**src/rtl/gpm_pkg.sv**
```systemverilog
// ----------------------------------------------------------------------------
// GF(2^8) polynomial MAC package
// Field element type, the AES field polynomial and the field multiply.
// ----------------------------------------------------------------------------
`default_nettype none

package gpm_pkg;

   localparam int GF_WIDTH = 8;
   localparam logic [GF_WIDTH:0] FIELD_POLY = 9'h11B;
   localparam logic [GF_WIDTH-1:0] FIELD_REDUCE = FIELD_POLY[GF_WIDTH-1:0];

   typedef logic [GF_WIDTH-1:0] gf_elem_type;

   // shift-and-add multiply, reduced modulo the field polynomial
   function automatic gf_elem_type gf_mul(gf_elem_type a, gf_elem_type b);
      gf_elem_type acc;
      gf_elem_type x;
      acc = '0;
      x   = a;
      for (int i = 0; i < GF_WIDTH; i++) begin
         if (b[i]) begin
            acc = acc ^ x;
         end
         if (x[GF_WIDTH-1]) begin
            x = gf_elem_type'(x << 1) ^ FIELD_REDUCE;
         end else begin
            x = gf_elem_type'(x << 1);
         end
      end
      return acc;
   endfunction

endpackage

`default_nettype wire

```
**src/rtl/gpm_req_if.sv**
```systemverilog
// ----------------------------------------------------------------------------
// Request channel
// Valid/ready channel carrying one message byte and its last-byte flag.
// ----------------------------------------------------------------------------
`default_nettype none

interface gpm_req_if import gpm_pkg::*; ();
   logic        valid;
   logic        ready;
   gf_elem_type data_byte;
   logic        last_byte;

   modport source (output valid, output data_byte, output last_byte, input ready);
   modport sink   (input valid, input data_byte, input last_byte, output ready);
endinterface

`default_nettype wire

```
**src/rtl/gpm_rsp_if.sv**
```systemverilog
// ----------------------------------------------------------------------------
// Response channel
// Valid/ready channel carrying one finished MAC value.
// ----------------------------------------------------------------------------
`default_nettype none

interface gpm_rsp_if import gpm_pkg::*; ();
   logic        valid;
   logic        ready;
   gf_elem_type mac_value;

   modport source (output valid, output mac_value, input ready);
   modport sink   (input valid, input mac_value, output ready);
endinterface

`default_nettype wire

```
**src/rtl/gpm_csr_if.sv**
```systemverilog
// ----------------------------------------------------------------------------
// Key write channel
// Valid/ready channel carrying a new value of the MAC key register.
// ----------------------------------------------------------------------------
`default_nettype none

interface gpm_csr_if import gpm_pkg::*; ();
   logic        valid;
   logic        ready;
   gf_elem_type mac_key;

   modport source (output valid, output mac_key, input ready);
   modport sink   (input valid, input mac_key, output ready);
endinterface

`default_nettype wire

```
**src/rtl/gpm_mac_core.sv**
```systemverilog
// ----------------------------------------------------------------------------
// MAC accumulation core
// Holds the running sum, the current key power and the block-start flag,
// and folds one byte into the sum on every step.
// ----------------------------------------------------------------------------
`default_nettype none

module gpm_mac_core import gpm_pkg::*; (
   input  wire logic        clock,
   input  wire logic        reset,
   input  wire logic        step,
   input  wire gf_elem_type data_byte,
   input  wire logic        last_byte,
   input  wire gf_elem_type mac_key,
   output gf_elem_type      mac_value
);

   gf_elem_type running_sum_ff;
   gf_elem_type running_sum_in;
   gf_elem_type key_power_ff;
   gf_elem_type key_power_in;
   logic        block_start_ff;
   logic        block_start_in;
   gf_elem_type sum_base;
   gf_elem_type power_cur;

   always_comb begin
      sum_base       = block_start_ff ? '0 : running_sum_ff;
      power_cur      = block_start_ff ? mac_key : key_power_ff;
      running_sum_in = sum_base ^ gf_mul(data_byte, power_cur);
      key_power_in   = gf_mul(power_cur, mac_key);
      block_start_in = last_byte;
      mac_value      = running_sum_in;
   end

   always_ff @(posedge clock) begin
      if (reset) begin
         block_start_ff <= 1'b1;
      end else if (step) begin
         block_start_ff <= block_start_in;
      end
   end

   always_ff @(posedge clock) begin
      if (step) begin
         running_sum_ff <= running_sum_in;
         key_power_ff   <= key_power_in;
      end
   end

endmodule

`default_nettype wire

```
**src/rtl/gf256_polynomial_mac.sv**
```systemverilog
// ----------------------------------------------------------------------------
// GF(2^8) polynomial MAC
// Byte-stream MAC: sum over GF(2^8) (poly 0x11B) of byte i times key^(i+1).
// ----------------------------------------------------------------------------
// Takes one byte per clock cycle, stalling only while a last byte waits on a
// pending response. The byte flagged last closes the block; its MAC goes to
// the response channel via the input register, then the result register.
// The combinational pair of field multiplies in the core sets the rate. Write
// the key only while no bytes are in flight; it starts at zero after reset.
`default_nettype none

module gf256_polynomial_mac import gpm_pkg::*; (
   input wire logic clock,
   input wire logic reset,
   gpm_req_if.sink  req_chan,
   gpm_rsp_if.source rsp_chan,
   gpm_csr_if.sink  csr_chan
);

   gf_elem_type mac_key_ff;
   logic        s1_valid_ff;
   logic        s1_valid_in;
   gf_elem_type s1_data_ff;
   logic        s1_last_ff;
   logic        rsp_valid_ff;
   logic        rsp_valid_in;
   gf_elem_type rsp_mac_ff;
   gf_elem_type mac_next;
   logic        advance;
   logic        accept;

   assign csr_chan.ready = 1'b1;

   always_ff @(posedge clock) begin
      if (reset) begin
         mac_key_ff <= '0;
      end else if (csr_chan.valid) begin
         mac_key_ff <= csr_chan.mac_key;
      end
   end

   always_comb begin
      advance        = s1_valid_ff && (!s1_last_ff || !rsp_valid_ff || rsp_chan.ready);
      req_chan.ready = !s1_valid_ff || advance;
      accept         = req_chan.valid && req_chan.ready;
      s1_valid_in    = accept || (s1_valid_ff && !advance);
      if (advance && s1_last_ff) begin
         rsp_valid_in = 1'b1;
      end else if (rsp_chan.ready) begin
         rsp_valid_in = 1'b0;
      end else begin
         rsp_valid_in = rsp_valid_ff;
      end
   end

   always_ff @(posedge clock) begin
      if (reset) begin
         s1_valid_ff  <= 1'b0;
         rsp_valid_ff <= 1'b0;
      end else begin
         s1_valid_ff  <= s1_valid_in;
         rsp_valid_ff <= rsp_valid_in;
      end
   end

   always_ff @(posedge clock) begin
      if (accept) begin
         s1_data_ff <= req_chan.data_byte;
         s1_last_ff <= req_chan.last_byte;
      end
      if (advance && s1_last_ff) begin
         rsp_mac_ff <= mac_next;
      end
   end

   gpm_mac_core u_core (
      .clock     (clock),
      .reset     (reset),
      .step      (advance),
      .data_byte (s1_data_ff),
      .last_byte (s1_last_ff),
      .mac_key   (mac_key_ff),
      .mac_value (mac_next)
   );

   assign rsp_chan.valid     = rsp_valid_ff;
   assign rsp_chan.mac_value = rsp_mac_ff;

`ifndef NO_ASSERTIONS
   a_stall_holds_item: assert property (@(posedge clock) disable iff (reset)
      !req_chan.ready |-> s1_valid_ff)
      else $error("request stalled with empty input register");

   a_rsp_from_last: assert property (@(posedge clock) disable iff (reset)
      $rose(rsp_valid_ff) |-> $past(s1_valid_ff && s1_last_ff))
      else $error("response raised without a last byte");

   a_rsp_not_dropped: assert property (@(posedge clock) disable iff (reset)
      rsp_valid_ff && !rsp_chan.ready |=> rsp_valid_ff && $stable(rsp_mac_ff))
      else $error("pending response lost or overwritten");
`endif

endmodule

`default_nettype wire

```
**src/flat_wrapper.sv**
```systemverilog
// flat-port wrapper written by rule: the top's interface ports become plain ports
module gf256_polynomial_mac_flat import gpm_pkg::*;
  (clock, reset, req_chan_valid, req_chan_data_byte, req_chan_last_byte, req_chan_ready, rsp_chan_valid, rsp_chan_mac_value, rsp_chan_ready, csr_chan_valid, csr_chan_mac_key, csr_chan_ready);
  gpm_req_if req_chan_i ();
  gpm_rsp_if rsp_chan_i ();
  gpm_csr_if csr_chan_i ();
  input wire logic clock;
  input wire logic reset;
  input wire logic [$bits(req_chan_i.valid)-1:0] req_chan_valid;
  input wire logic [$bits(req_chan_i.data_byte)-1:0] req_chan_data_byte;
  input wire logic [$bits(req_chan_i.last_byte)-1:0] req_chan_last_byte;
  output wire logic [$bits(req_chan_i.ready)-1:0] req_chan_ready;
  output wire logic [$bits(rsp_chan_i.valid)-1:0] rsp_chan_valid;
  output wire logic [$bits(rsp_chan_i.mac_value)-1:0] rsp_chan_mac_value;
  input wire logic [$bits(rsp_chan_i.ready)-1:0] rsp_chan_ready;
  input wire logic [$bits(csr_chan_i.valid)-1:0] csr_chan_valid;
  input wire logic [$bits(csr_chan_i.mac_key)-1:0] csr_chan_mac_key;
  output wire logic [$bits(csr_chan_i.ready)-1:0] csr_chan_ready;
  assign req_chan_i.valid = req_chan_valid;
  assign req_chan_i.data_byte = req_chan_data_byte;
  assign req_chan_i.last_byte = req_chan_last_byte;
  assign req_chan_ready = req_chan_i.ready;
  assign rsp_chan_valid = rsp_chan_i.valid;
  assign rsp_chan_mac_value = rsp_chan_i.mac_value;
  assign rsp_chan_i.ready = rsp_chan_ready;
  assign csr_chan_i.valid = csr_chan_valid;
  assign csr_chan_i.mac_key = csr_chan_mac_key;
  assign csr_chan_ready = csr_chan_i.ready;
  gf256_polynomial_mac u_core (.clock(clock), .reset(reset), .req_chan(req_chan_i), .rsp_chan(rsp_chan_i), .csr_chan(csr_chan_i));
endmodule
```
**config.mk**
```make
export PLATFORM = sky130hd
export DESIGN_NAME = gf256_polynomial_mac_flat
export DESIGN_NICKNAME = d
export VERILOG_FILES = /design/src/rtl/gpm_pkg.sv /design/src/rtl/gpm_req_if.sv /design/src/rtl/gpm_rsp_if.sv /design/src/rtl/gpm_csr_if.sv /design/src/rtl/gpm_mac_core.sv /design/src/rtl/gf256_polynomial_mac.sv /design/src/flat_wrapper.sv
export SDC_FILE = /design/constraint.sdc
export NUM_CORES = 1
export LEC_CHECK = 0
export ABC_AREA = 1
export CORE_AREA = 2 2 92 94
export DETAILED_ROUTE_END_ITERATION = 8
export DIE_AREA = 0 0 94 96
export DONT_BUFFER_PORTS = 1
export PLACE_DENSITY = 0.72
export SYNTH_ARGS = -nofsm -noshare
export SYNTH_HDL_FRONTEND = slang
export SYNTH_SLANG_ARGS = --single-unit
```
**constraint.sdc**
```tcl
create_clock -name clock -period 2.1 [get_ports clock]
set_clock_uncertainty 0.15 [all_clocks]
set_input_delay 0.63 -clock clock [delete_from_list [all_inputs] [get_ports clock]]
set_output_delay 0.63 -clock clock [all_outputs]
set_load 0.01 [all_outputs]
```
# Yosys cells after proc, flatten, opt, wreduce, memory -nomap -nowiden
# Index checks and enable logic that the tools add are counted.
[totals]
reg_bits = 44
inputBits = 22
elab_cells = 85
[op_classes]
reduce_logical = 13
muxes = 34
bitwise_logic = 29
[op_table]
columns = ["op", "n"]
rows = [
  ["2-to-1 mux 8 bit", 18],
  ["bitwise XOR 8 bit", 15],
  ["2-to-1 mux 5 bit", 14],
  ["NOT 4 bit", 14],
  ["logical AND 1 bit", 4],
  ["logical NOT 1 bit", 4],
  ["logical OR 1 bit", 4],
  ["2-to-1 mux 1 bit", 2],
  ["nonzero test 2 bit", 1],
]

# Longest topological paths before layout
# Gate-level depths: netlist (run 1).
[logic_depth]
ltp_word = 17
depth_mapped = 20
mapped_depth_nobuf = 18

# Cells and area by module
# Synthesis (run 1) repeated with hierarchy kept, for this count alone.
[hier_totals]
hier_cells = 723
hier_area_um2 = 4667.0
[by_module_without_submodules]
columns = ["module", "area_each_um2", "instances", "cells_each", "seq_area_each_um2"]
rows = [
  ["gpm_mac_core", 3762.4, 1, 653, 500.5],
  ["gf256_polynomial_mac", 904.6, 1, 70, 710.7],
]

# Least setup slack after synthesis (run 1)
# OpenSTA, ideal clock, no wires.
[synth_path]
path_type = "register to register"
startpoint = "register u_core.s1_data_ff[7]"
endpoint = "register u_core.rsp_mac_ff[1] (netlist: u_core.rsp_chan.mac_value[1]) (data pin)"
path_stages_with_launch = 13
setup_slack_ps = -49
required_time_ps = 1694
period_less_slack_ps = 2149
arrival_ps = 1743
n_path_buf = 1
setup_time_ps = 256
cell_sequence = "edfxtp_1 > buf_4 > inv_1 > nand2_1 > nand2_1 > nand2_1 > nand2_2 > xor2_1 > nor2_1 > xor2_1 > or2_2 > nand3b_1 > nand2_1"
[synth_between]
elab_chain_cells = 16
elab_cells_between_ends = 23
classes_between = "mux (12); bitwise (11)"
[synth_lines]
columns = ["element", "line_no", "text"]
rows = [
  ["start: declaration", "gf256_polynomial_mac.sv:23", "gf_elem_type s1_data_ff;"],
  ["start signal: assignment", "gf256_polynomial_mac.sv:68", "s1_data_ff <= req_chan.data_byte;"],
  ["2-to-1 mux 5 bit *", "gpm_pkg.sv:25", "if (x[GF_WIDTH-1]) begin"],
  ["bitwise XOR 8 bit or NOT 4 bit (tied branches)", "--", ""],
  ["2-to-1 mux 8 bit or 2-to-1 mux 5 bit (tied branches)", "gpm_pkg.sv:22, gpm_pkg.sv:25", ""],
  ["bitwise XOR 8 bit", "gpm_pkg.sv:23", "acc = acc ^ x;"],
  ["2-to-1 mux 8 bit", "gpm_pkg.sv:22", "if (b[i]) begin"],
  ["bitwise XOR 8 bit", "gpm_pkg.sv:23", ""],
  ["2-to-1 mux 8 bit", "gpm_pkg.sv:22", ""],
  ["bitwise XOR 8 bit", "gpm_pkg.sv:23", ""],
  ["2-to-1 mux 8 bit", "gpm_pkg.sv:22", ""],
  ["bitwise XOR 8 bit", "gpm_pkg.sv:23", ""],
  ["2-to-1 mux 8 bit", "gpm_pkg.sv:22", ""],
  ["bitwise XOR 8 bit", "gpm_pkg.sv:23", ""],
  ["2-to-1 mux 8 bit", "gpm_pkg.sv:22", ""],
  ["bitwise XOR 8 bit", "gpm_pkg.sv:23", ""],
  ["2-to-1 mux 8 bit *", "gpm_pkg.sv:22", ""],
  ["bitwise XOR 8 bit *", "gpm_mac_core.sv:30", "running_sum_in = sum_base ^ gf_mul(data_byte, power_cur);"],
  ["named net u_core.mac_next[1]", "gf256_polynomial_mac.sv:28", "gf_elem_type mac_next;"],
  ["end signal: assignment", "gf256_polynomial_mac.sv:72", "rsp_mac_ff <= mac_next;"],
  ["end: declaration", "gf256_polynomial_mac.sv:27", "gf_elem_type rsp_mac_ff;"],
]
# The timed path passes the listed nets; every way through them passes the cells marked *.
# A chain may end at the register's enable or synchronous reset.

# Worst setup path in the final report (run 1)
[layout_path]
startpoint = "register u_core.u_core.block_start_ff"
endpoint = "register u_core.u_core.key_power_ff[4] (data pin)"
[layout_between]
elab_chain_cells = 17
elab_cells_between_ends = 30
classes_between = "mux (16); bitwise (14)"
[layout_lines]
columns = ["element", "line_no", "text"]
rows = [
  ["start: declaration", "gpm_mac_core.sv:22", "logic block_start_ff;"],
  ["start signal: assignment", "gpm_mac_core.sv:40", "block_start_ff <= block_start_in;"],
  ["2-to-1 mux 8 bit *", "gpm_mac_core.sv:29", "power_cur = block_start_ff ? mac_key : key_power_ff;"],
  ["NOT 4 bit (no source line)", "--", ""],
  ["2-to-1 mux 5 bit", "gpm_pkg.sv:25", ""],
  ["bitwise XOR 8 bit or NOT 4 bit (tied branches)", "--", ""],
  ["2-to-1 mux 8 bit or 2-to-1 mux 5 bit (tied branches)", "gpm_pkg.sv:22, gpm_pkg.sv:25", ""],
  ["bitwise XOR 8 bit", "gpm_pkg.sv:23", ""],
  ["2-to-1 mux 8 bit", "gpm_pkg.sv:22", ""],
  ["bitwise XOR 8 bit", "gpm_pkg.sv:23", ""],
  ["[2 not listed]", "--", ""],
  ["2-to-1 mux 8 bit", "gpm_pkg.sv:22", ""],
  ["bitwise XOR 8 bit", "gpm_pkg.sv:23", ""],
  ["2-to-1 mux 8 bit", "gpm_pkg.sv:22", ""],
  ["bitwise XOR 8 bit", "gpm_pkg.sv:23", ""],
  ["2-to-1 mux 8 bit", "gpm_pkg.sv:22", ""],
  ["bitwise XOR 8 bit", "gpm_pkg.sv:23", ""],
  ["2-to-1 mux 8 bit *", "gpm_pkg.sv:22", ""],
  ["named net u_core.u_core.key_power_in[4]", "gpm_mac_core.sv:21", "gf_elem_type key_power_in;"],
  ["end signal: assignment", "gpm_mac_core.sv:47", "key_power_ff <= key_power_in;"],
  ["end: declaration", "gpm_mac_core.sv:20", "gf_elem_type key_power_ff;"],
]
# Marked as above.

==> impl_metrics.py, run 1 <==
metrics = {
    "status": {
        "status": "finished with violations",
        "failed_checks": "setup timing",
    },
    "cts": {
        "tritoncts": "built",
        "cts-root-to-sink-buffers": 2,
        "insertion_delay_ps": 320,
        "level_count_of_the_clock_h_tree": 2,
        "cts.hold.buffers_added": 0,
        "numCtsBuffers": 5,
        "clkTransAtPathRegs_ps": 110,
        "cts_sinks": 44,
        "clock_tree.root_cell": "sky130_fd_sc_hd__clkbuf_8",
    },
    "logic_synthesis": {
        "most_area_hungry_cell_type_in_the_yosys_netlist": "sky130_fd_sc_hd__edfxtp_1",
        "yosysWarningCount": 0,
        "synth.distinct_cells": 34,
        "yosys.area.top_type_share_pct": 22.84,
        "share_of_cell_area_taken_by_muxes_after_synthesis_pct": 0,
        "synth.most_common_cell": "sky130_fd_sc_hd__nand2_1",
        "synth.area.top_cells": "sky130_fd_sc_hd__edfxtp_1, sky130_fd_sc_hd__nand2_1, sky130_fd_sc_hd__xor2_1",
        "largest_family_of_logic_cells_by_synthesized_area": "simple AND/OR/NAND/NOR gates",
        "synth-compound-area-share_pct": 3.577,
        "ys_seq_area_share_pct": 27.92,
        "synth-simple-area-share_pct": 36.89,
        "postSynthNetCount": 666,
        "ys_async_sr_fraction_pct": 0,
        "synth_enable_flop_cells": 33,
        "synthCells": 644,
        "mean_cell_area_of_the_mapped_netlist_sq_um": 6.736,
        "synth_area_sq_mm": 0.004338,
        "synthAdderAreaFrac_pct": 0,
        "yosys.area_share.xor_xnor_pct": 21.52,
        "synth.top_cells.by_count": "sky130_fd_sc_hd__nand2_1, sky130_fd_sc_hd__nor2_1, sky130_fd_sc_hd__xor2_1, sky130_fd_sc_hd__inv_1, sky130_fd_sc_hd__nand3_1",
        "synth.ff_latch_count": 44,
        "synth_top_flop_cell": "sky130_fd_sc_hd__edfxtp_1",
    },
    "floorplan": {
        "design.core.area_sq_mm": 0.008051,
        "die_h_um": 96,
        "num_rows": 33,
        "die-area_sq_mm": 0.009024,
        "die_width_um": 94,
        "i_o_pins": 33,
        "start_util_pct": 53.88,
    },
    "global_routing": {
        "grt_pass1_vias": 4191,
        "grt_first_pass_wirelength_um": 20140,
        "grt_start_max_net_pins": 18,
        "gr_ovfl_total": 0,
        "antenna_found_initial": 0,
        "grtUsageTotal_pct": 29.08,
    },
    "power": {
        "p_leak_nw": 3.001,
        "power.share.clock_pct": 13.8,
        "total_power_mw": 4.381,
        "netsw_mw": 1.949,
        "cell_internal_pwr_mw": 2.432,
        "largest_voltage_drop_on_the_vdd_net_uv": 378.8,
        "sw_frac_of_total_pct": 44.49,
        "seq_pwr_share_pct": 27.5,
        "combPwrFrac_pct": 58.7,
        "powerDensity_mw_per_mm2": 698.4,
    },
    "worst_setup_path": {
        "timing_worst_setup_path_type": "reg -> reg",
        "crit_path_cell_trace": "buf_6 -> clkbuf_16 -> o21ai_4 -> buf_12 -> buf_6 -> xor2_4 -> nand2_2 -> nand2_4 -> nor2_4 -> nand3b_1 -> nand2_2 -> xor2_1 -> nand2_1 -> nand2_1",
        "setup.worst_path.end_class": "flop",
        "worst-endpoint-required_ps": 2140,
        "setup.worst_path.start_class": "flop",
        "cp_slowest_stage_delay_ps": 350,
        "worst-endpoint-arrival_ps": 2560,
        "path_max_fanout": 7,
        "cpMaxStageDelayCell": "sky130_fd_sc_hd__dfxtp_2",
    },
    "detailed_routing": {
        "routed_wire_length_per_instance_um": 18.03,
        "vias": 4882,
        "wirelength_um": 15580,
        "1st_iter_drt_viols": 631,
        "detailedRoute.firstPassIterationCount": 6,
        "postRouteAntennaNets": 0,
        "route.detailed.drc": 0,
        "detail_route.vias_per_cell": 5.650,
    },
    "layout": {
        "final_core_utilization_pct": 77.92,
        "area_delta_synth_final_pct": 44.62,
        "antenna_cells": 0,
        "num-nets-final": 780,
        "instances_no_fill": 864,
        "postLayoutCellArea_sq_mm": 0.006274,
        "drive_gt1_share_pct": 41.50,
    },
    "timing": {
        "rsz_0062_raised_after_global_routing": "true",
        "fmax_mhz": 396.1,
        "layout_min_cycle_time_ps": 2524,
        "final-hold-violation-count": 0,
        "layout_setup_ws_ps": -424.5,
        "final.hold.worst_slack_ps": 221.6,
        "tightest_slew_ps": 520.3,
        "final-max-slew-violation-count": 0,
        "setup_violations": 24,
        "layout_worst_path_cycle_share_pct": 120.2,
        "final_tns_setup_ps": -6304,
        "max_slew_margin_pct": 65.28,
    },
    "place": {
        "hpwl_um": 9074,
        "post-place-cells": 825,
        "dpl-instance-area_sq_mm": 0.005091,
        "globalplace.congestion": 0.9892,
        "placement.setup.worst_slack_ps": -321.2,
        "io_buffer_count": 0,
    },
    "hold_path": {
        "min-delay-path-class": "in -> reg",
    },
    "job": {
        "cap_viol_max_count": 0,
    },
}
[worst max-delay path: cells and delay by family (launching register included)]
kind            cells  cell delay [ps]
simple gates        7              740
buf+inv             4              570
flops               1              350
compound gates      1              170
xor+xnor            2              410
[state kept, by name, summed over array words and instances, names as in the netlist]
| signal | flops |
|---|---|
| u_core.mac_key_ff | 8 |
| u_core.rsp_chan.mac_value | 8 |
| u_core.s1_data_ff | 8 |
| u_core.u_core.key_power_ff | 8 |
| u_core.u_core.running_sum_ff | 8 |
| u_core.rsp_chan.valid | 1 |
| u_core.s1_last_ff | 1 |
| u_core.s1_valid_ff | 1 |
| u_core.u_core.block_start_ff | 1 |
[power by group through the flow]
stage	logic, mW	clock network [mW]	registers (mW)
finish	2.57	0.606	1.20
global route	2.73	0.630	1.21
CTS	2.08	0.596	1.19
detailed placement	1.86	0	1.21
global placement	1.81	0	1.21
floorplan	1.31	0	1.18
[cell type report]
class,count,area (sq um)
clock inverters,3,21.27
clock buffers,5,68.82
multi-input cells,507,3441
fillers,488,1778
repair buffers,120,1079
well taps,105,131.4
flip-flops and latches,44,1212
inverters,80,320.3
[placed cells by master, fill, tap and decap left out, types with 9 or more instances in the layout]
master / synthesis / layout
sky130_fd_sc_hd__nand2_1: 225 / 164
sky130_fd_sc_hd__buf_4: 4 / 89
sky130_fd_sc_hd__nand2_2: 21 / 61
sky130_fd_sc_hd__inv_1: 69 / 58
sky130_fd_sc_hd__xor2_1: 70 / 54
sky130_fd_sc_hd__nor2_1: 74 / 47
sky130_fd_sc_hd__edfxtp_1: 33 / 33
sky130_fd_sc_hd__nand3_1: 40 / 29
sky130_fd_sc_hd__buf_6: 6 / 24
sky130_fd_sc_hd__nand2_4: 4 / 23
sky130_fd_sc_hd__nor2_2: 3 / 19
sky130_fd_sc_hd__xor2_2: 3 / 17
sky130_fd_sc_hd__inv_2: 9 / 16
sky130_fd_sc_hd__xnor2_1: 22 / 14
sky130_fd_sc_hd__nand3_2: 0 / 11
sky130_fd_sc_hd__nor2_4: 0 / 11
sky130_fd_sc_hd__o21ai_0: 12 / 11
sky130_fd_sc_hd__dfxtp_1: 11 / 10
sky130_fd_sc_hd__a21oi_1: 9 / 9
[layer usage]
metal	track usage, %	wire, um
met5	0	0
met4	9.058	797
met3	4.933	1591
met2	47.98	7231
met1	39.17	5956
[final timing paths]
path	from	to	slack, ps	cells after the start
hold / removal	reset	u_core.s1_valid_ff	220	1
setup / recovery	u_core.u_core.block_start_ff	u_core.u_core.key_power_ff[4]	-420	14
setup reg to reg	u_core.u_core.block_start_ff	u_core.u_core.key_power_ff[4]	-420	14
hold reg to reg	u_core.s1_valid_ff	u_core.s1_valid_ff	470	2
[logic make-up after synthesis]
| family | after synthesis |
|---|---|
| simple gates | 379 |
| flops | 44 |
| buf+inv | 94 |
| compound gates | 27 |
| xor+xnor | 99 |
| other cells | 1 |
[what timing repair did]
| action | in CTS | in global routing |
|---|---|---|
| setup buffers | 15 | 14 |
| resized for setup | 91 | 117 |
| cloned | 1 | 1 |
| pin swaps | 54 | 60 |
| setup endpoints to repair | 24 | 24 |
(Power assumes the default switching activity.)
==> run 2, diff against run 1 <==
--- a/config.mk
+++ b/config.mk
@@ -10,7 +10,7 @@
 export DETAILED_ROUTE_END_ITERATION = 8
 export DIE_AREA = 0 0 94 96
 export DONT_BUFFER_PORTS = 1
-export PLACE_DENSITY = 0.72
+export PLACE_DENSITY = 0.69
 export SYNTH_ARGS = -nofsm -noshare
 export SYNTH_HDL_FRONTEND = slang
 export SYNTH_SLANG_ARGS = --single-unit
==> constraint.sdc (replaced) <==
create_clock -name clock -period 2.6 [get_ports clock]
set_clock_uncertainty 0.15 [all_clocks]
set_input_delay 0.78 -clock clock [delete_from_list [all_inputs] [get_ports clock]]
set_output_delay 0.78 -clock clock [all_outputs]
set_load 0.01 [all_outputs]
==> run 2 against run 1 <==
  * The flow now finishes without violations
  * Count of clock-buffer cells in the layout unchanged
  * Global-route usage shrank 3.2 points
  * Non-clock buffer count shrank 88
  * Critical endpoint is now u_core.u_core.key_power_ff[1]
  * Largest power group unchanged
==> impl_metrics.py, run 2 (same netlist as run 1, synthesis figures left out) <==
metrics = {
    "status": {
        "status": "finished, final reports clean",
    },
    "power": {
        "total_power_mw": 2.870,
        "netsw_mw": 1.182,
        "power.share.clock_pct": 19.8,
        "seq_pwr_share_pct": 33.7,
        "combPwrFrac_pct": 46.6,
        "powerDensity_mw_per_mm2": 606.5,
        "sw_frac_of_total_pct": 41.17,
        "largest_voltage_drop_on_the_vdd_net_uv": 301.7,
        "cell_internal_pwr_mw": 1.688,
        "p_leak_nw": 2.335,
    },
    "layout": {
        "final_core_utilization_pct": 58.77,
        "num-nets-final": 691,
        "drive_gt1_share_pct": 13.58,
        "postLayoutCellArea_sq_mm": 0.004732,
        "layout_common_cells": "sky130_fd_sc_hd__nand2_1, sky130_fd_sc_hd__nor2_1, sky130_fd_sc_hd__xor2_1",
        "antenna_cells": 0,
        "count_of_filler_cells_inserted_in_the_layout": 776,
        "most_common_cell_after_layout_fill_and_taps_aside": "sky130_fd_sc_hd__nand2_1",
        "area_delta_synth_final_pct": 9.086,
    },
    "detailed_routing": {
        "route.top_layer_used": "met4",
        "route.detailed.drc": 0,
        "detail_route.vias_per_cell": 5.089,
        "wirelength_um": 10850,
        "routed_wire_length_per_instance_um": 14.00,
        "met2_wirelength_um": 4814,
        "vias": 3944,
        "postRouteAntennaNets": 0,
        "wl_met1_um": 5189,
        "1st_iter_drt_viols": 257,
        "route.met3.wl_um": 718,
        "detailedRoute.firstPassIterationCount": 5,
    },
    "timing": {
        "final-hold-violation-count": 0,
        "layout_min_cycle_time_ps": 2423,
        "setup_violations": 0,
        "layout_worst_path_cycle_share_pct": 93.19,
        "final_tns_setup_ps": 0,
        "fmax_mhz": 412.7,
        "final-max-slew-violation-count": 0,
    },
    "worst_setup_path": {
        "setup.worst_path.end_class": "flop",
        "setup.worst_path.start_class": "flop",
        "path_max_fanout": 14,
        "worst-r2r-setup-slack_ps": 180,
        "worst-endpoint-arrival_ps": 2350,
        "timing_worst_setup_path_type": "reg -> reg",
        "worst-endpoint-required_ps": 2530,
    },
    "floorplan": {
        "die_h_um": 96,
        "die_width_um": 94,
        "num_rows": 33,
        "design.core.area_sq_mm": 0.008051,
        "start_util_pct": 53.88,
        "i_o_pins": 33,
        "die-area_sq_mm": 0.009024,
    },
    "cts": {
        "clock_tree.root_cell": "sky130_fd_sc_hd__clkbuf_8",
        "cts-root-to-sink-buffers": 2,
        "insertion_delay_ps": 320,
        "level_count_of_the_clock_h_tree": 2,
        "cts_sinks": 44,
        "clkTransAtPathRegs_ps": 110,
        "numCtsBuffers": 5,
        "tritoncts": "built",
    },
    "global_routing": {
        "grt_pass1_vias": 3664,
        "gr_ovfl_total": 0,
        "antenna_found_initial": 0,
        "grt_first_pass_wirelength_um": 18060,
        "grtUsageTotal_pct": 25.91,
        "grt_start_max_net_pins": 20,
    },
    "place": {
        "hpwl_um": 8445,
        "io_buffer_count": 0,
        "dpl-instance-area_sq_mm": 0.004536,
        "globalplace.congestion": 0.9644,
    },
    "hold_path": {
        "min-delay-path-class": "in -> reg",
    },
    "job": {
        "cap_viol_max_count": 0,
    },
}
[run 2: changes by cell type in the layout (fill, tap and decap cells not counted), moves of 14 or more]
cell,change
sky130_fd_sc_hd__nand2_4,-16
sky130_fd_sc_hd__buf_4,-58
sky130_fd_sc_hd__nand2_1,+60
sky130_fd_sc_hd__nor2_2,-15
sky130_fd_sc_hd__buf_6,-24
sky130_fd_sc_hd__xor2_2,-14
sky130_fd_sc_hd__nor2_1,+26
sky130_fd_sc_hd__xor2_1,+16
sky130_fd_sc_hd__nand2_2,-42
[run 2: final timing paths]
check,start,endpoint,cells past startpoint
worst max register to register,u_core.u_core.block_start_ff,u_core.u_core.key_power_ff[1],15
worst max-delay path,u_core.u_core.block_start_ff,u_core.u_core.key_power_ff[1],15
worst min register to register,u_core.s1_last_ff,u_core.u_core.block_start_ff,2
worst min-delay path,reset,u_core.s1_valid_ff,1
[run 2: worst max-delay path, stage by stage, from the launching register on]
cell                      delay (ps)
sky130_fd_sc_hd__dfxtp_1         330
sky130_fd_sc_hd__buf_12          150
sky130_fd_sc_hd__inv_6           100
sky130_fd_sc_hd__nand2_1          60
sky130_fd_sc_hd__nand2_1         170
sky130_fd_sc_hd__buf_4           180
sky130_fd_sc_hd__nand2_1          50
sky130_fd_sc_hd__nand2_1         160
sky130_fd_sc_hd__nand2_1          90
sky130_fd_sc_hd__xnor2_1         280
sky130_fd_sc_hd__inv_1            80
sky130_fd_sc_hd__nand2_1          80
sky130_fd_sc_hd__nand2_1          50
sky130_fd_sc_hd__nand2_1          50
sky130_fd_sc_hd__nand2_1          60
sky130_fd_sc_hd__xor2_1          140
[run 2: final cells by class]
cell class / instances / area (sq um) / area share, %
multi-input combinational: 506 / 2713 / 57.32
sequential: 44 / 1212 / 25.62
inverter: 80 / 307.8 / 6.504
timing repair buffer: 32 / 252.7 / 5.341
tap: 105 / 131.4 / 2.776
clock buffer: 5 / 68.82 / 1.454
clock inverter: 3 / 46.29 / 0.9783
[run 2: repair_timing]
| item | CTS | global route |
|---|---|---|
| setup buffers | 0 | 8 |
| hold buffers | 0 | 0 |
| setup endpoints to repair | 0 | 13 |
| resized for setup | 0 | 6 |
[run 2: routing by layer]
layer | up-vias | global-route usage [%]
li1 | 2009 | -
met1 | 1769 | 38.48
met2 | 151 | 40.54
met3 | 15 | 3.289
met4 | 0 | 5.314
met5 | - | 0
[run 2: power by group through the flow]
stage	clock network (mW)	logic [mW]	registers [mW]
after floorplan	0	1.05	0.955
after global placement	0	1.27	0.982
after detailed placement	0	1.30	0.982
after CTS	0.578	1.31	0.968
after global routing	0.603	1.51	0.972
final	0.568	1.34	0.966
[run 2: through the flow]
| step | std cells | hold slack, ps | setup slack, ps |
|---|---|---|---|
| final | 775 | 391.4 | 177.1 |
| after global routing | 775 | 383.4 | -6.405 |
| after CTS | 767 | 388.9 | 117.5 |
| after detailed placement | 759 | 390.0 | 150.5 |
| after global placement | 759 | 386.3 | 166.2 |
| after floorplan | 644 | 358.1 | 441.2 |
==> run 3, diff against run 2 <==
--- a/config.mk
+++ b/config.mk
@@ -5,7 +5,6 @@
 export SDC_FILE = /design/constraint.sdc
 export NUM_CORES = 1
 export LEC_CHECK = 0
-export ABC_AREA = 1
 export CORE_AREA = 2 2 92 94
 export DETAILED_ROUTE_END_ITERATION = 8
 export DIE_AREA = 0 0 94 96
==> run 3 against run 2 <==
  * Area after synthesis down 0.87%
  * Sequential share of layout area down 0.54 points
  * Final area up 2.3%
  * Global-route usage down 1.6 points
  * Critical path type unchanged
  * Largest cell class unchanged
  * Highest routed layer unchanged
==> impl_metrics.py, run 3 <==
metrics = {
    "cts": {
        "clock_tree.root_cell": "sky130_fd_sc_hd__clkbuf_8",
        "clkTransAtPathRegs_ps": 100,
        "cts.hold.buffers_added": 0,
        "cts-root-to-sink-buffers": 2,
        "insertion_delay_ps": 310,
        "numCtsBuffers": 5,
        "tritoncts": "built",
        "cts_sinks": 44,
        "level_count_of_the_clock_h_tree": 2,
    },
    "layout": {
        "drive_gt1_share_pct": 17.92,
        "layout_common_cells": "sky130_fd_sc_hd__xnor2_1, sky130_fd_sc_hd__nand2_1, sky130_fd_sc_hd__buf_4",
        "antenna_cells": 0,
        "multi_input_comb_area_sq_mm": 0.002905,
        "count_of_filler_cells_inserted_in_the_layout": 702,
        "regArea_sq_mm": 0.001214,
        "instances_no_fill": 624,
        "num-nets-final": 540,
        "most_common_cell_after_layout_fill_and_taps_aside": "sky130_fd_sc_hd__xnor2_1",
        "area_delta_synth_final_pct": 12.54,
    },
    "global_routing": {
        "grt_first_pass_wirelength_um": 16700,
        "grt_start_max_net_pins": 18,
        "gr_ovfl_total": 0,
        "antenna_found_initial": 0,
        "grt_pass1_vias": 3269,
        "grtUsageTotal_pct": 24.33,
    },
    "worst_setup_path": {
        "setup.worst_path.start_class": "flop",
        "worst-endpoint-arrival_ps": 2410,
        "regToRegEndpoint": "u_core.u_core.key_power_ff[5]",
        "critPathCapture": "u_core.u_core.key_power_ff[5]",
        "worst-endpoint-required_ps": 2520,
        "reg2reg_depth": 8,
        "critical_path.startpoint": "u_core.u_core.key_power_ff[7]",
        "setup.worst_path.end_class": "flop",
        "timing_worst_setup_path_type": "reg -> reg",
        "worst-r2r-setup-slack_ps": 110,
        "path_max_fanout": 5,
        "reg2reg_from": "u_core.u_core.key_power_ff[7]",
    },
    "timing": {
        "fmax_mhz": 401.1,
        "final-max-slew-violation-count": 0,
        "final_tns_setup_ps": 0,
        "max_slew_margin_pct": 38.17,
        "tightest_slew_ps": 923.2,
        "final-hold-violation-count": 0,
        "setup_violations": 0,
        "layout_min_cycle_time_ps": 2493,
        "layout_worst_path_cycle_share_pct": 95.89,
    },
    "logic_synthesis": {
        "synth.ff_latch_count": 44,
        "most_area_hungry_cell_type_in_the_yosys_netlist": "sky130_fd_sc_hd__xnor2_1",
        "synth_enable_flop_cells": 33,
        "synth.area.top_cells": "sky130_fd_sc_hd__xnor2_1, sky130_fd_sc_hd__edfxtp_1, sky130_fd_sc_hd__nand2_1",
        "ys_seq_area_share_pct": 28.16,
        "synth_area_sq_mm": 0.004300,
        "synth.most_common_cell": "sky130_fd_sc_hd__xnor2_1",
        "postSynthNetCount": 516,
        "synth.distinct_cells": 47,
        "synth.top_cells.by_count": "sky130_fd_sc_hd__xnor2_1, sky130_fd_sc_hd__nand2_1, sky130_fd_sc_hd__nor2_1, sky130_fd_sc_hd__edfxtp_1, sky130_fd_sc_hd__xor2_1",
        "ys_async_sr_fraction_pct": 0,
        "synthCells": 494,
        "mean_cell_area_of_the_mapped_netlist_sq_um": 8.705,
        "yosys.area.top_type_share_pct": 24.03,
        "yosysWarningCount": 0,
        "synth_top_flop_cell": "sky130_fd_sc_hd__edfxtp_1",
    },
    "power": {
        "netsw_mw": 1.019,
        "largest_voltage_drop_on_the_vdd_net_uv": 372.7,
        "total_power_mw": 2.865,
        "p_leak_nw": 1.800,
        "seq_pwr_share_pct": 34.3,
        "sw_frac_of_total_pct": 35.58,
        "combPwrFrac_pct": 46.0,
        "cell_internal_pwr_mw": 1.846,
        "power.share.clock_pct": 19.6,
        "powerDensity_mw_per_mm2": 592.1,
    },
    "floorplan": {
        "start_util_pct": 53.41,
        "die_h_um": 96,
        "i_o_pins": 33,
        "die_width_um": 94,
        "design.core.area_sq_mm": 0.008051,
        "die-area_sq_mm": 0.009024,
        "num_rows": 33,
    },
    "detailed_routing": {
        "routed_wire_length_per_instance_um": 16.91,
        "route.detailed.drc": 0,
        "detail_route.vias_per_cell": 5.546,
        "detailedRoute.firstPassIterationCount": 5,
        "wirelength_um": 10550,
        "vias": 3461,
        "postRouteAntennaNets": 0,
        "1st_iter_drt_viols": 313,
    },
    "place": {
        "globalplace.congestion": 0.8834,
        "post-place-cells": 608,
        "io_buffer_count": 0,
        "hpwl_um": 7824,
    },
    "hold_path": {
        "timing.hold.worst.start": "reset",
        "min-delay-path-class": "in -> reg",
    },
    "job": {
        "cap_viol_max_count": 0,
    },
    "status": {
        "status": "finished, final reports clean",
    },
}
run 3: cell count changes in the layout (fill, tap and decap cells not counted), moves of 8 or more:
cell and change:
sky130_fd_sc_hd__buf_4 +24, sky130_fd_sc_hd__inv_1 -65, sky130_fd_sc_hd__inv_2 -8, sky130_fd_sc_hd__mux2i_1 +21, sky130_fd_sc_hd__nand2_1 -134, sky130_fd_sc_hd__nand2_2 -18, sky130_fd_sc_hd__nand3_1 -34, sky130_fd_sc_hd__nor2_1 -27
sky130_fd_sc_hd__xnor2_1 +94, sky130_fd_sc_hd__xor2_1 -42
run 3: worst min path at each step:
stage                            to  slack [ps]  cells after the start
2_1_floorplan    u_core.s1_valid_ff         420                      2
3_3_place_gp   u_core.mac_key_ff[5]         390                      2
3_5_place_dp   u_core.mac_key_ff[5]         410                      2
4_1_cts          u_core.s1_valid_ff         370                      1
5_1_grt        u_core.mac_key_ff[6]         360                      1
6_report       u_core.mac_key_ff[6]         370                      1
run 3: through the flow:
stage / hold WS, ps / util [%] / worst slack [ps] / instance area, sq um
4_1_cts: 371.6 / 58.77 / 51.14 / 4732
3_3_place_gp: 385.7 / 57.34 / 106.0 / 4617
3_5_place_dp: 406.7 / 57.34 / 75.52 / 4617
6_report: 372.4 / 60.11 / 106.8 / 4840
5_1_grt: 364.6 / 60.11 / -40.69 / 4840
2_1_floorplan: 416.4 / - / 22.58 / 4300
run 3: kinds of logic (layout without fill, tap and decap cells):
family / Yosys count / count (layout) / share of synthesized area [%]
buf+inv: 46 / 71 / 5.237
simple gates: 160 / 160 / 15.10
mux: 31 / 31 / 8.554
other cells: 1 / 1 / 0.08720
compound gates: 55 / 55 / 8.583
flops: 44 / 44 / 28.16
xor+xnor: 157 / 157 / 34.27
run 3: power groups by stage:
| stage | logic (mW) | registers, mW | clock network (mW) |
|---|---|---|---|
| detailed placement | 1.25 | 0.999 | 0 |
| finish | 1.32 | 0.983 | 0.563 |
| floorplan | 1.01 | 0.945 | 0 |
| global placement | 1.23 | 0.997 | 0 |
| global route | 1.43 | 0.994 | 0.601 |
| CTS | 1.26 | 0.983 | 0.575 |
run 3: worst max-delay path, stage by stage, from the launching register on:
cell	delay, ps
sky130_fd_sc_hd__edfxtp_1	500
sky130_fd_sc_hd__buf_4	200
sky130_fd_sc_hd__xnor2_1	250
sky130_fd_sc_hd__mux2i_4	160
sky130_fd_sc_hd__xor2_2	230
sky130_fd_sc_hd__nand2_1	90
sky130_fd_sc_hd__xnor2_1	180
sky130_fd_sc_hd__xnor3_1	350
sky130_fd_sc_hd__xnor2_1	150
run 3: cell type report:
type,instances,share of cell area (%)
Timing Repair Buffer,58,9.411
Tap cell,105,2.715
Sequential cell,44,25.08
Inverter,5,0.3878
Multi-Input combinational cell,404,60.03
Clock buffer,5,1.422
Clock inverter,3,0.9566
run 3: timing repair:
action,in CTS,in global routing
gates resized for setup,0,9
setup buffers,0,8
setup endpoints to repair,0,12
run 3: per-layer routing:
metal | routed length, um | part of all wire (%) | GRT usage, % | vias to the layer above
met1 | 4641 | 44 | 34.43 | 1620
met4 | 181 | 1.7 | 6.763 | 0
met5 | 0 | 0 | 0 | -
li1 | - | - | - | 1665
met2 | 4920 | 47 | 39.05 | 159
met3 | 808 | 7.7 | 3.446 | 17
